## config.mk

```make
export PLATFORM = sky130hd
export DESIGN_NAME = lru_key_value_cache
export DESIGN_NICKNAME = d
export VERILOG_FILES = /design/src/rtl/core/lkv_pkg.sv /design/src/rtl/core/lkv_ram.sv /design/src/rtl/core/lkv_fifo.sv /design/src/rtl/core/lkv_front.sv /design/src/rtl/core/lkv_back.sv /design/src/rtl/core/lru_key_value_cache.sv
export SDC_FILE = /design/constraint.sdc
export NUM_CORES = 2
export LEC_CHECK = 0
export ABC_AREA = 1
export BUFFER_PORTS_ARGS = -buffer_cell sky130_fd_sc_hd__buf_2
export CAP_MARGIN = 25
export CORE_ASPECT_RATIO = 1.2
export CORE_MARGIN = 2
export CORE_UTILIZATION = 45
export DETAILED_ROUTE_END_ITERATION = 10
export GPL_TIMING_DRIVEN = 0
export REMOVE_ABC_BUFFERS = 1
export SYNTH_ARGS = -nofsm -noshare
export SYNTH_HDL_FRONTEND = slang
export SYNTH_SLANG_ARGS = --single-unit
```

## constraint.sdc

```tcl
create_clock -name clock -period 13.5 [get_ports clock]
set_clock_uncertainty 0.05 [all_clocks]
set_input_delay 3.375 -clock clock [delete_from_list [all_inputs] [get_ports clock]]
set_output_delay 3.375 -clock clock [all_outputs]
set_load 0.01 [all_outputs]
```

## src/rtl/core/lkv_pkg.sv

```systemverilog
// Shared types and constants for the LRU key-value cache.
`timescale 1ns / 1ps

package lkv_pkg;

   localparam int MAX_ENTRIES = 16;
   localparam int DATA_W = 32;
   localparam int CFG_W = 5;
   localparam logic [CFG_W-1:0] CAP_RESET = 5'd16;
   localparam logic [DATA_W-1:0] MISS_VALUE = 32'hFFFF_FFFF;

   localparam int ITEM_QUEUE_DEPTH = 2;
   localparam int RESULT_QUEUE_DEPTH = 4;
   localparam int RESULT_COUNT_W = $clog2(RESULT_QUEUE_DEPTH + 1);

   typedef enum logic [0:0] {
      OP_GET = 1'b0,
      OP_SET = 1'b1
   } op_type;

   typedef enum logic [0:0] {
      ST_LOOKUP = 1'b0,
      ST_APPLY  = 1'b1
   } state_type;

   typedef struct packed {
      op_type op;
      logic signed [DATA_W-1:0] key;
      logic signed [DATA_W-1:0] value;
   } item_type;

   typedef struct packed {
      logic hit;
      logic signed [DATA_W-1:0] read_value;
   } result_type;

endpackage

```

## src/rtl/core/lkv_ram.sv

```systemverilog
// Generic single-port RAM with registered read.
`timescale 1ns / 1ps

module lkv_ram #(
   parameter int WIDTH = 32,
   parameter int DEPTH = 16,
   localparam int ADDR_W = (DEPTH > 1) ? $clog2(DEPTH) : 1
) (
   input  logic              clock,
   input  logic              we,
   input  logic [ADDR_W-1:0] addr,
   input  logic [WIDTH-1:0]  wdata,
   output logic [WIDTH-1:0]  rdata
);

   logic [WIDTH-1:0] mem_ff [DEPTH];
   logic [WIDTH-1:0] rdata_ff;

   always_ff @(posedge clock) begin
      if (we) begin
         mem_ff[addr] <= wdata;
      end
      rdata_ff <= mem_ff[addr];
   end

   assign rdata = rdata_ff;

endmodule

```

## src/rtl/core/lkv_fifo.sv

```systemverilog
// Small first-in first-out queue with a visible head entry.
`timescale 1ns / 1ps

module lkv_fifo #(
   parameter int WIDTH = 1,
   parameter int DEPTH = 2,
   localparam int CNT_W = $clog2(DEPTH + 1)
) (
   input  logic             clock,
   input  logic             reset,
   input  logic             push,
   input  logic [WIDTH-1:0] wdata,
   input  logic             pop,
   output logic [WIDTH-1:0] rdata,
   output logic             full,
   output logic             empty,
   output logic [CNT_W-1:0] count
);

   localparam int PTR_W = (DEPTH > 1) ? $clog2(DEPTH) : 1;

   logic [WIDTH-1:0] slot_ff [DEPTH];
   logic [PTR_W-1:0] wr_ptr_ff, wr_ptr_in;
   logic [PTR_W-1:0] rd_ptr_ff, rd_ptr_in;
   logic [CNT_W-1:0] count_ff, count_in;
   logic             do_push, do_pop;

   assign full    = (count_ff == CNT_W'(DEPTH));
   assign empty   = (count_ff == '0);
   assign do_push = push && !full;
   assign do_pop  = pop && !empty;

   always_comb begin
      wr_ptr_in = wr_ptr_ff;
      rd_ptr_in = rd_ptr_ff;
      count_in  = count_ff;
      if (do_push) begin
         wr_ptr_in = (wr_ptr_ff == PTR_W'(DEPTH - 1)) ? '0 : wr_ptr_ff + 1'b1;
      end
      if (do_pop) begin
         rd_ptr_in = (rd_ptr_ff == PTR_W'(DEPTH - 1)) ? '0 : rd_ptr_ff + 1'b1;
      end
      if (do_push && !do_pop) begin
         count_in = count_ff + 1'b1;
      end else if (do_pop && !do_push) begin
         count_in = count_ff - 1'b1;
      end
   end

   always_ff @(posedge clock) begin
      if (reset) begin
         wr_ptr_ff <= '0;
         rd_ptr_ff <= '0;
         count_ff  <= '0;
      end else begin
         wr_ptr_ff <= wr_ptr_in;
         rd_ptr_ff <= rd_ptr_in;
         count_ff  <= count_in;
      end
   end

   always_ff @(posedge clock) begin
      if (do_push) begin
         slot_ff[wr_ptr_ff] <= wdata;
      end
   end

   assign rdata = slot_ff[rd_ptr_ff];
   assign count = count_ff;

endmodule

```

## src/rtl/core/lkv_front.sv

```systemverilog
// Front end: takes request items, decodes the operation and feeds the work queue.
`timescale 1ns / 1ps

module lkv_front (
   input  logic                               clock,
   input  logic                               reset,
   input  logic                               req_push,
   output logic                               req_full,
   input  logic                               req_mode,
   input  logic signed [lkv_pkg::DATA_W-1:0]  req_key,
   input  logic signed [lkv_pkg::DATA_W-1:0]  req_value,
   output logic                               queue_push,
   output lkv_pkg::item_type                  queue_item,
   input  logic                               queue_full
);

   logic              hold_valid_ff, hold_valid_in;
   lkv_pkg::item_type hold_ff;
   logic              accept;

   // The holding register drains into the queue in the same cycle a new item lands.
   assign req_full   = hold_valid_ff && queue_full;
   assign accept     = req_push && !req_full;
   assign queue_push = hold_valid_ff && !queue_full;
   assign queue_item = hold_ff;

   always_comb begin
      hold_valid_in = hold_valid_ff;
      if (accept) begin
         hold_valid_in = 1'b1;
      end else if (queue_push) begin
         hold_valid_in = 1'b0;
      end
   end

   always_ff @(posedge clock) begin
      if (reset) begin
         hold_valid_ff <= 1'b0;
      end else begin
         hold_valid_ff <= hold_valid_in;
      end
   end

   always_ff @(posedge clock) begin
      if (accept) begin
         hold_ff.op    <= lkv_pkg::op_type'(req_mode);
         hold_ff.key   <= req_key;
         hold_ff.value <= req_value;
      end
   end

endmodule

```

## src/rtl/core/lkv_back.sv

```systemverilog
// Back end: cell array with key match, recency ranks and the value memory.
`timescale 1ns / 1ps

module lkv_back #(
   parameter int MAX_ENTRIES = lkv_pkg::MAX_ENTRIES
) (
   input  logic                                clock,
   input  logic                                reset,
   input  logic                                csr_we,
   input  logic [lkv_pkg::CFG_W-1:0]           csr_wdata,
   input  logic                                queue_empty,
   input  lkv_pkg::item_type                   queue_item,
   output logic                                queue_pop,
   input  logic [lkv_pkg::RESULT_COUNT_W-1:0]  result_count,
   output logic                                result_push,
   output lkv_pkg::result_type                 result
);

   localparam int IDX_W  = (MAX_ENTRIES > 1) ? $clog2(MAX_ENTRIES) : 1;
   localparam int RANK_W = IDX_W;
   localparam int OCC_W  = $clog2(MAX_ENTRIES + 1);
   localparam int CMP_W  = (OCC_W > lkv_pkg::CFG_W) ? OCC_W : lkv_pkg::CFG_W;
   localparam int RC_W   = lkv_pkg::RESULT_COUNT_W + 1;

   lkv_pkg::state_type state_ff, state_in;

   logic [lkv_pkg::CFG_W-1:0]  cap_ff;
   logic [MAX_ENTRIES-1:0]     valid_ff, valid_in;
   logic [lkv_pkg::DATA_W-1:0] key_ff [MAX_ENTRIES];
   logic [lkv_pkg::DATA_W-1:0] key_in [MAX_ENTRIES];
   logic [RANK_W-1:0]          rank_ff [MAX_ENTRIES];
   logic [RANK_W-1:0]          rank_in [MAX_ENTRIES];
   logic [OCC_W-1:0]           occ_ff, occ_in;

   lkv_pkg::item_type          cur_ff;
   logic [MAX_ENTRIES-1:0]     tgt_oh_ff, tgt_oh_in;
   logic [RANK_W-1:0]          limit_ff, limit_in;
   logic                       hit_ff, hit_in;
   logic                       insert_ff, insert_in;
   logic                       pend_ff, pend_hit_ff;

   logic                       start, applying;
   logic [MAX_ENTRIES-1:0]     match, lru, free_vec, free_oh;
   logic                       any_hit, evict;
   logic [CMP_W-1:0]           cap_ext, eff_cap;
   logic [RANK_W-1:0]          tgt_rank;
   logic [IDX_W-1:0]           tgt_idx;
   logic [lkv_pkg::DATA_W-1:0] ram_rdata;
   logic                       ram_we;

   // Next state.
   always_comb begin
      state_in = state_ff;
      case (state_ff)
         lkv_pkg::ST_LOOKUP: begin
            if (start) begin
               state_in = lkv_pkg::ST_APPLY;
            end
         end
         lkv_pkg::ST_APPLY: begin
            state_in = lkv_pkg::ST_LOOKUP;
         end
         default: begin
            state_in = lkv_pkg::ST_LOOKUP;
         end
      endcase
   end

   // A new item starts only when the result queue can take every pending answer.
   always_comb begin
      start    = 1'b0;
      applying = 1'b0;
      case (state_ff)
         lkv_pkg::ST_LOOKUP: begin
            start = !queue_empty &&
                    ((RC_W'(result_count) + RC_W'(pend_ff)) <
                     RC_W'(lkv_pkg::RESULT_QUEUE_DEPTH));
         end
         lkv_pkg::ST_APPLY: begin
            applying = 1'b1;
         end
         default: begin
            start    = 1'b0;
            applying = 1'b0;
         end
      endcase
   end

   assign queue_pop = start;

   // Lookup: match every cell against the head key, find the oldest and a free cell.
   always_comb begin
      for (int i = 0; i < MAX_ENTRIES; i++) begin
         match[i] = valid_ff[i] && (key_ff[i] == queue_item.key);
         lru[i]   = valid_ff[i] && (rank_ff[i] == RANK_W'(occ_ff - 1'b1));
      end
      any_hit  = |match;
      free_vec = ~valid_ff;
      free_oh  = free_vec & (~free_vec + 1'b1);
      cap_ext  = CMP_W'(cap_ff);
      if (cap_ff == '0) begin
         eff_cap = CMP_W'(1);
      end else if (cap_ext > CMP_W'(MAX_ENTRIES)) begin
         eff_cap = CMP_W'(MAX_ENTRIES);
      end else begin
         eff_cap = cap_ext;
      end
      evict = CMP_W'(occ_ff) >= eff_cap;

      if (any_hit) begin
         tgt_oh_in = match;
      end else if (evict) begin
         tgt_oh_in = lru;
      end else begin
         tgt_oh_in = free_oh;
      end

      tgt_rank = '0;
      for (int i = 0; i < MAX_ENTRIES; i++) begin
         if (tgt_oh_in[i]) begin
            tgt_rank = tgt_rank | rank_ff[i];
         end
      end

      hit_in = any_hit;
      // Filling a free cell ages every valid cell, as if the new one had rank occupancy.
      insert_in = !any_hit && !evict && (queue_item.op == lkv_pkg::OP_SET);
      limit_in  = (!any_hit && !evict) ? RANK_W'(occ_ff) : tgt_rank;
   end

   // Apply: on a hit or a set, promote the target cell and age every valid cell that was more recent.
   always_comb begin
      logic update;
      update   = hit_ff || (cur_ff.op == lkv_pkg::OP_SET);
      valid_in = valid_ff;
      occ_in   = occ_ff;
      for (int i = 0; i < MAX_ENTRIES; i++) begin
         key_in[i]  = key_ff[i];
         rank_in[i] = rank_ff[i];
         if (applying && update) begin
            if (tgt_oh_ff[i]) begin
               rank_in[i] = '0;
               if (!hit_ff) begin
                  key_in[i]   = cur_ff.key;
                  valid_in[i] = 1'b1;
               end
            end else if (valid_ff[i] && (rank_ff[i] < limit_ff)) begin
               rank_in[i] = rank_ff[i] + 1'b1;
            end
         end
      end
      if (applying && insert_ff) begin
         occ_in = occ_ff + 1'b1;
      end
   end

   always_comb begin
      tgt_idx = '0;
      for (int i = 0; i < MAX_ENTRIES; i++) begin
         if (tgt_oh_ff[i]) begin
            tgt_idx = tgt_idx | IDX_W'(i);
         end
      end
   end

   assign ram_we = applying && (cur_ff.op == lkv_pkg::OP_SET);

   lkv_ram #(
      .WIDTH (lkv_pkg::DATA_W),
      .DEPTH (MAX_ENTRIES)
   ) u_value_ram (
      .clock (clock),
      .we    (ram_we),
      .addr  (tgt_idx),
      .wdata (cur_ff.value),
      .rdata (ram_rdata)
   );

   always_ff @(posedge clock) begin
      if (reset) begin
         state_ff <= lkv_pkg::ST_LOOKUP;
         cap_ff   <= lkv_pkg::CAP_RESET;
         valid_ff <= '0;
         occ_ff   <= '0;
         pend_ff  <= 1'b0;
         for (int i = 0; i < MAX_ENTRIES; i++) begin
            rank_ff[i] <= '0;
         end
      end else begin
         state_ff <= state_in;
         if (csr_we) begin
            cap_ff <= csr_wdata;
         end
         valid_ff <= valid_in;
         occ_ff   <= occ_in;
         pend_ff  <= applying && (cur_ff.op == lkv_pkg::OP_GET);
         for (int i = 0; i < MAX_ENTRIES; i++) begin
            rank_ff[i] <= rank_in[i];
         end
      end
   end

   always_ff @(posedge clock) begin
      for (int i = 0; i < MAX_ENTRIES; i++) begin
         key_ff[i] <= key_in[i];
      end
      pend_hit_ff <= hit_ff;
      if (start) begin
         cur_ff    <= queue_item;
         tgt_oh_ff <= tgt_oh_in;
         limit_ff  <= limit_in;
         hit_ff    <= hit_in;
         insert_ff <= insert_in;
      end
   end

   assign result_push       = pend_ff;
   assign result.hit        = pend_hit_ff;
   assign result.read_value = pend_hit_ff ? ram_rdata : lkv_pkg::MISS_VALUE;

endmodule

```

## src/rtl/core/lru_key_value_cache.sv

```systemverilog
// Top level of the fully associative key-value cache with LRU replacement.
//
//   channel  direction  handshake            payload
//   req      in         req_push / req_full  req_mode, req_key, req_value
//   rsp      out        rsp_pop / rsp_empty  rsp_hit, rsp_read_value
//   csr      in         csr_we               csr_wdata (capacity in use)
//
// Each item passes through the back end in the LOOKUP state, which compares the key against
// every cell and picks the target, then in the APPLY state, which updates the ranks and accesses the value RAM.
// A get's result goes from the holding register through the work queue, both back-end states
// and the registered RAM read into the result queue before it shows on the result ports.
// Reset is synchronous and clears the cells directly; there is no clearing pass.
// A full result queue stalls the back end; the work queue lets the front keep taking items until it fills.
`timescale 1ns / 1ps

module lru_key_value_cache #(
   parameter int MAX_ENTRIES = lkv_pkg::MAX_ENTRIES
) (
   input  logic                               clock,
   input  logic                               reset,
   input  logic                               req_push,
   output logic                               req_full,
   input  logic                               req_mode,
   input  logic signed [lkv_pkg::DATA_W-1:0]  req_key,
   input  logic signed [lkv_pkg::DATA_W-1:0]  req_value,
   output logic                               rsp_empty,
   input  logic                               rsp_pop,
   output logic                               rsp_hit,
   output logic signed [lkv_pkg::DATA_W-1:0]  rsp_read_value,
   input  logic                               csr_we,
   input  logic [lkv_pkg::CFG_W-1:0]          csr_wdata
);

   localparam int ITEM_CNT_W = $clog2(lkv_pkg::ITEM_QUEUE_DEPTH + 1);

   logic                               wq_push, wq_pop, wq_full, wq_empty;
   lkv_pkg::item_type                  wq_wdata, wq_rdata;
   logic [ITEM_CNT_W-1:0]              wq_count;
   logic                               rq_push, rq_full;
   lkv_pkg::result_type                rq_wdata, rq_rdata;
   logic [lkv_pkg::RESULT_COUNT_W-1:0] rq_count;

   lkv_front u_front (
      .clock      (clock),
      .reset      (reset),
      .req_push   (req_push),
      .req_full   (req_full),
      .req_mode   (req_mode),
      .req_key    (req_key),
      .req_value  (req_value),
      .queue_push (wq_push),
      .queue_item (wq_wdata),
      .queue_full (wq_full)
   );

   lkv_fifo #(
      .WIDTH ($bits(lkv_pkg::item_type)),
      .DEPTH (lkv_pkg::ITEM_QUEUE_DEPTH)
   ) u_work_queue (
      .clock (clock),
      .reset (reset),
      .push  (wq_push),
      .wdata (wq_wdata),
      .pop   (wq_pop),
      .rdata (wq_rdata),
      .full  (wq_full),
      .empty (wq_empty),
      .count (wq_count)
   );

   lkv_back #(
      .MAX_ENTRIES (MAX_ENTRIES)
   ) u_back (
      .clock        (clock),
      .reset        (reset),
      .csr_we       (csr_we),
      .csr_wdata    (csr_wdata),
      .queue_empty  (wq_empty),
      .queue_item   (wq_rdata),
      .queue_pop    (wq_pop),
      .result_count (rq_count),
      .result_push  (rq_push),
      .result       (rq_wdata)
   );

   lkv_fifo #(
      .WIDTH ($bits(lkv_pkg::result_type)),
      .DEPTH (lkv_pkg::RESULT_QUEUE_DEPTH)
   ) u_result_queue (
      .clock (clock),
      .reset (reset),
      .push  (rq_push),
      .wdata (rq_wdata),
      .pop   (rsp_pop),
      .rdata (rq_rdata),
      .full  (rq_full),
      .empty (rsp_empty),
      .count (rq_count)
   );

   // The back end reserves room before it starts an item, so the result queue never
   // sees a push while full; the full flag only feeds a guard on rsp_hit that can never fire.
   assign rsp_hit        = rq_rdata.hit && !(rq_full && rq_push && rsp_empty);
   assign rsp_read_value = rq_rdata.read_value;

endmodule

```

==> flow_summary.ini <==
[logic_synthesis]
ys_ff_latch = 1578
synth.area.top_cells = edfxtp_1 (65%), nand2_1 (8.6%), dfxtp_1 (4.2%)
synth.distinct_cells = 58
syn-mean-instance-area_um2 = 11.4
synthCells = 5818
async_reset_ff_frac = 0
yosysSeqAreaShare = 0.691
synth_top_area_frac = 0.649
ys_top_cells_by_count = nand2_1 (1521), edfxtp_1 (1438), inv_1 (554)
netlist_area_mm2 = 0.0666
ys.flop_type = edfxtp_1
yosysTopAreaCell = edfxtp_1
synth_most_common_cell = nand2_1
synth_edf_count = 1438
synth_warnings = 0

[worst_setup_path]
cp.arrival_ns = 3.03
worstPathMaxFanout = 21
cp_slowest_cell = dfxtp_1
cp.required_ns = 10.07
critical_path.top_delay_family = buffers and inverters
crit_buf_inv = 3
critical_path_class = register to primary output
cp-end-kind = primary output
max_stage_delay_ns = 0.90
cp_cell_sequence = inv_1, buf_16, o21ai_0, o22ai_1, buf_2
crit_path_start_kind = register

[placed_design]
dp_hpwl_um = 134000
port_buffers = 109
dp_cells = 7790
place.gp.congestion = 0.964
pre_cts_ws_ns = 7.81

[global_route]
grt_pass1_wl_um = 293000
track_usage = 0.270
grt_max_degree = 97
grt_pass1_vias = 42600
overflow = 0
antenna_found_initial = 3

[pwr]
p_sw_frac = 0.341
intPower_mw = 9.73
p_comb_frac = 0.228
seqPwrFrac = 0.467
p_per_area_mw_per_mm2 = 193
peakVddDrop_v = 0.000149
p_sw_mw = 5.03
pwr-share-clk = 0.306
p_leak_nw = 28.2

[clock_network]
h-tree-depth = 4
clock_sinks = 1578
cts_made_buffers = 161
cts_tree = done
clkSlewWorstSetupHoldPaths_ns = 0.06
cts_root_buffer = clkbuf_16
clk_path_buf_depth = 3
cts_hold_buf = 0
cts_setup_buffers = 0
clk_latency_ns = 0.83
postCtsResizedCells = 0

[sta]
slew_headroom = 0.211
rsz0062_at_grt = no
setup_viol_count_final = 0
setup_ws_ns = 7.04
finalHoldViolations = 0
period_share = 0.479
maxSlewViolCount = 0
fmax_mhz = 155
fin_hold_ws_ns = 0.354
period_minus_slack_ns = 6.46
worst_pin_slew_ns = 1.18

[flow_run]
maxCapViolCount = 0

[worst_hold_path]
hold_class = register to register

[layout]
drive_gt1_frac = 0.100
stdcell_count = 8093
areaGrowthSynthToFinish_pct = 14.6
nets = 6158
fin_util = 0.520

[floorplan]
core_mm2 = 0.147
die_area_mm2 = 0.151
dieWidth_um = 355
io_pins = 110
die_h_um = 425
placementRows = 154
start_util = 0.453

[route]
drt_iter0_drc = 5182
via_per_inst = 5.55
routed_wl_um = 206000
wire_per_inst_um = 25.5
vias = 44900
first_pass_iters = 6
postRouteAntennaNets = 0
drc = 0

[outcome]
outcome = finished clean
-- per-layer routing --
layer | up-vias | track usage | routed length, µm | share of wire
met4 | 0 | 0.150 | 12500 | 0.061
met1 | 21800 | 0.334 | 77300 | 0.37
met2 | 2186 | 0.454 | 99600 | 0.48
met5 | - | 0 | 0 | 0
li1 | 20500 | - | - | -
met3 | 493 | 0.0418 | 16700 | 0.081
-- power groups by stage --
| stage | combinational [mW] | sequential [mW] | clock, mW |
|---|---|---|---|
| 2_1_floorplan | 1.67 | 6.71 | 0 |
| 3_3_place_gp | 2.61 | 6.90 | 0 |
| 3_5_place_dp | 3.31 | 6.98 | 0 |
| 4_1_cts | 3.32 | 6.88 | 4.57 |
| 5_1_grt | 3.58 | 6.93 | 4.75 |
| 6_report | 3.36 | 6.89 | 4.51 |
-- through the flow --
stage	TNS, ns	area, µm²	power (mW)
after floorplan	0	65500	8.38
after global placement	-1271.99	68500	9.52
after detailed placement	0	71000	10.3
after CTS	0	76300	14.8
after global routing	0	76300	15.3
final	0	76300	14.8
-- cell usage in the layout, fill, tap and decap left out, drive strengths merged, types with 2 or more instances in the layout --
| cell type | instances |
|---|---|
| a22o | 4 |
| o21ai | 290 |
| nand2 | 1589 |
| or4 | 30 |
| buf | 219 |
| a21oi | 137 |
| or2 | 23 |
| clkinv | 71 |
| a31oi | 78 |
| o221ai | 7 |
| xor2 | 30 |
| or3 | 2 |
| xnor2 | 112 |
| edfxtp | 1438 |
| nor3b | 33 |
| nor3 | 51 |
| nand3 | 174 |
| bufinv | 13 |
| inv | 564 |
| a221oi | 6 |
| ha | 78 |
| nor4 | 10 |
| o211ai | 26 |
| clkbuf | 211 |
| clkinvlp | 4 |
| o21a | 17 |
| a211oi | 11 |
| a22oi | 172 |
| nand3b | 6 |
| nand4 | 31 |
| o22ai | 43 |
| nor2 | 496 |
| dfxtp | 140 |
| a21boi | 16 |
-- kinds of logic after synthesis --
| group | share of synthesized area |
|---|---|
| xor+xnor | 0.0187 |
| compound gates | 0.0740 |
| flops | 0.691 |
| simple gates | 0.154 |
| fa+ha+maj | 0.0150 |
| buf+inv | 0.0480 |
-- registers in the layout, summed over array words and instances (netlist names), 2 cells and up, named ones only --
signal,flops
u_back.key_ff,512
u_back.limit_ff,4
u_back.rank_ff,64
u_result_queue.wr_ptr_ff,2
u_result_queue.slot_ff,132
u_back.valid_ff,16
u_work_queue.slot_ff,130
u_back.cur_ff,65
u_back.u_value_ram.rdata,32
u_result_queue.rd_ptr_ff,2
u_back.tgt_oh_ff,16
u_back.occ_ff,5
u_back.u_value_ram.mem_ff,512
u_result_queue.count,3
u_front.queue_item,65
u_back.cap_ext,5
u_work_queue.count,2
-- worst paths after layout --
kind	start	endpoint	slack [ns]	depth (start not counted)
setup / recovery	register	rsp_read_value[9]	7.04	5
hold / removal	u_back.hit_ff	u_back.pend_hit_ff	0.35	0
setup reg to reg	register	u_back.limit_ff[2]	8.13	21
hold reg to reg	u_back.hit_ff	u_back.pend_hit_ff	0.35	0
-- area by class of cell --
type / count / area (µm²)
multi-input cells: 3482 / 17700
inverters: 562 / 2130
repair buffers: 219 / 2680
clock buffers: 211 / 4410
fillers: 12600 / 70500
diodes: 1 / 2.50
clock inverters: 90 / 921
flip-flops and latches: 1578 / 46000
well taps: 1950 / 2440
Power figures use the tool's default switching activity.
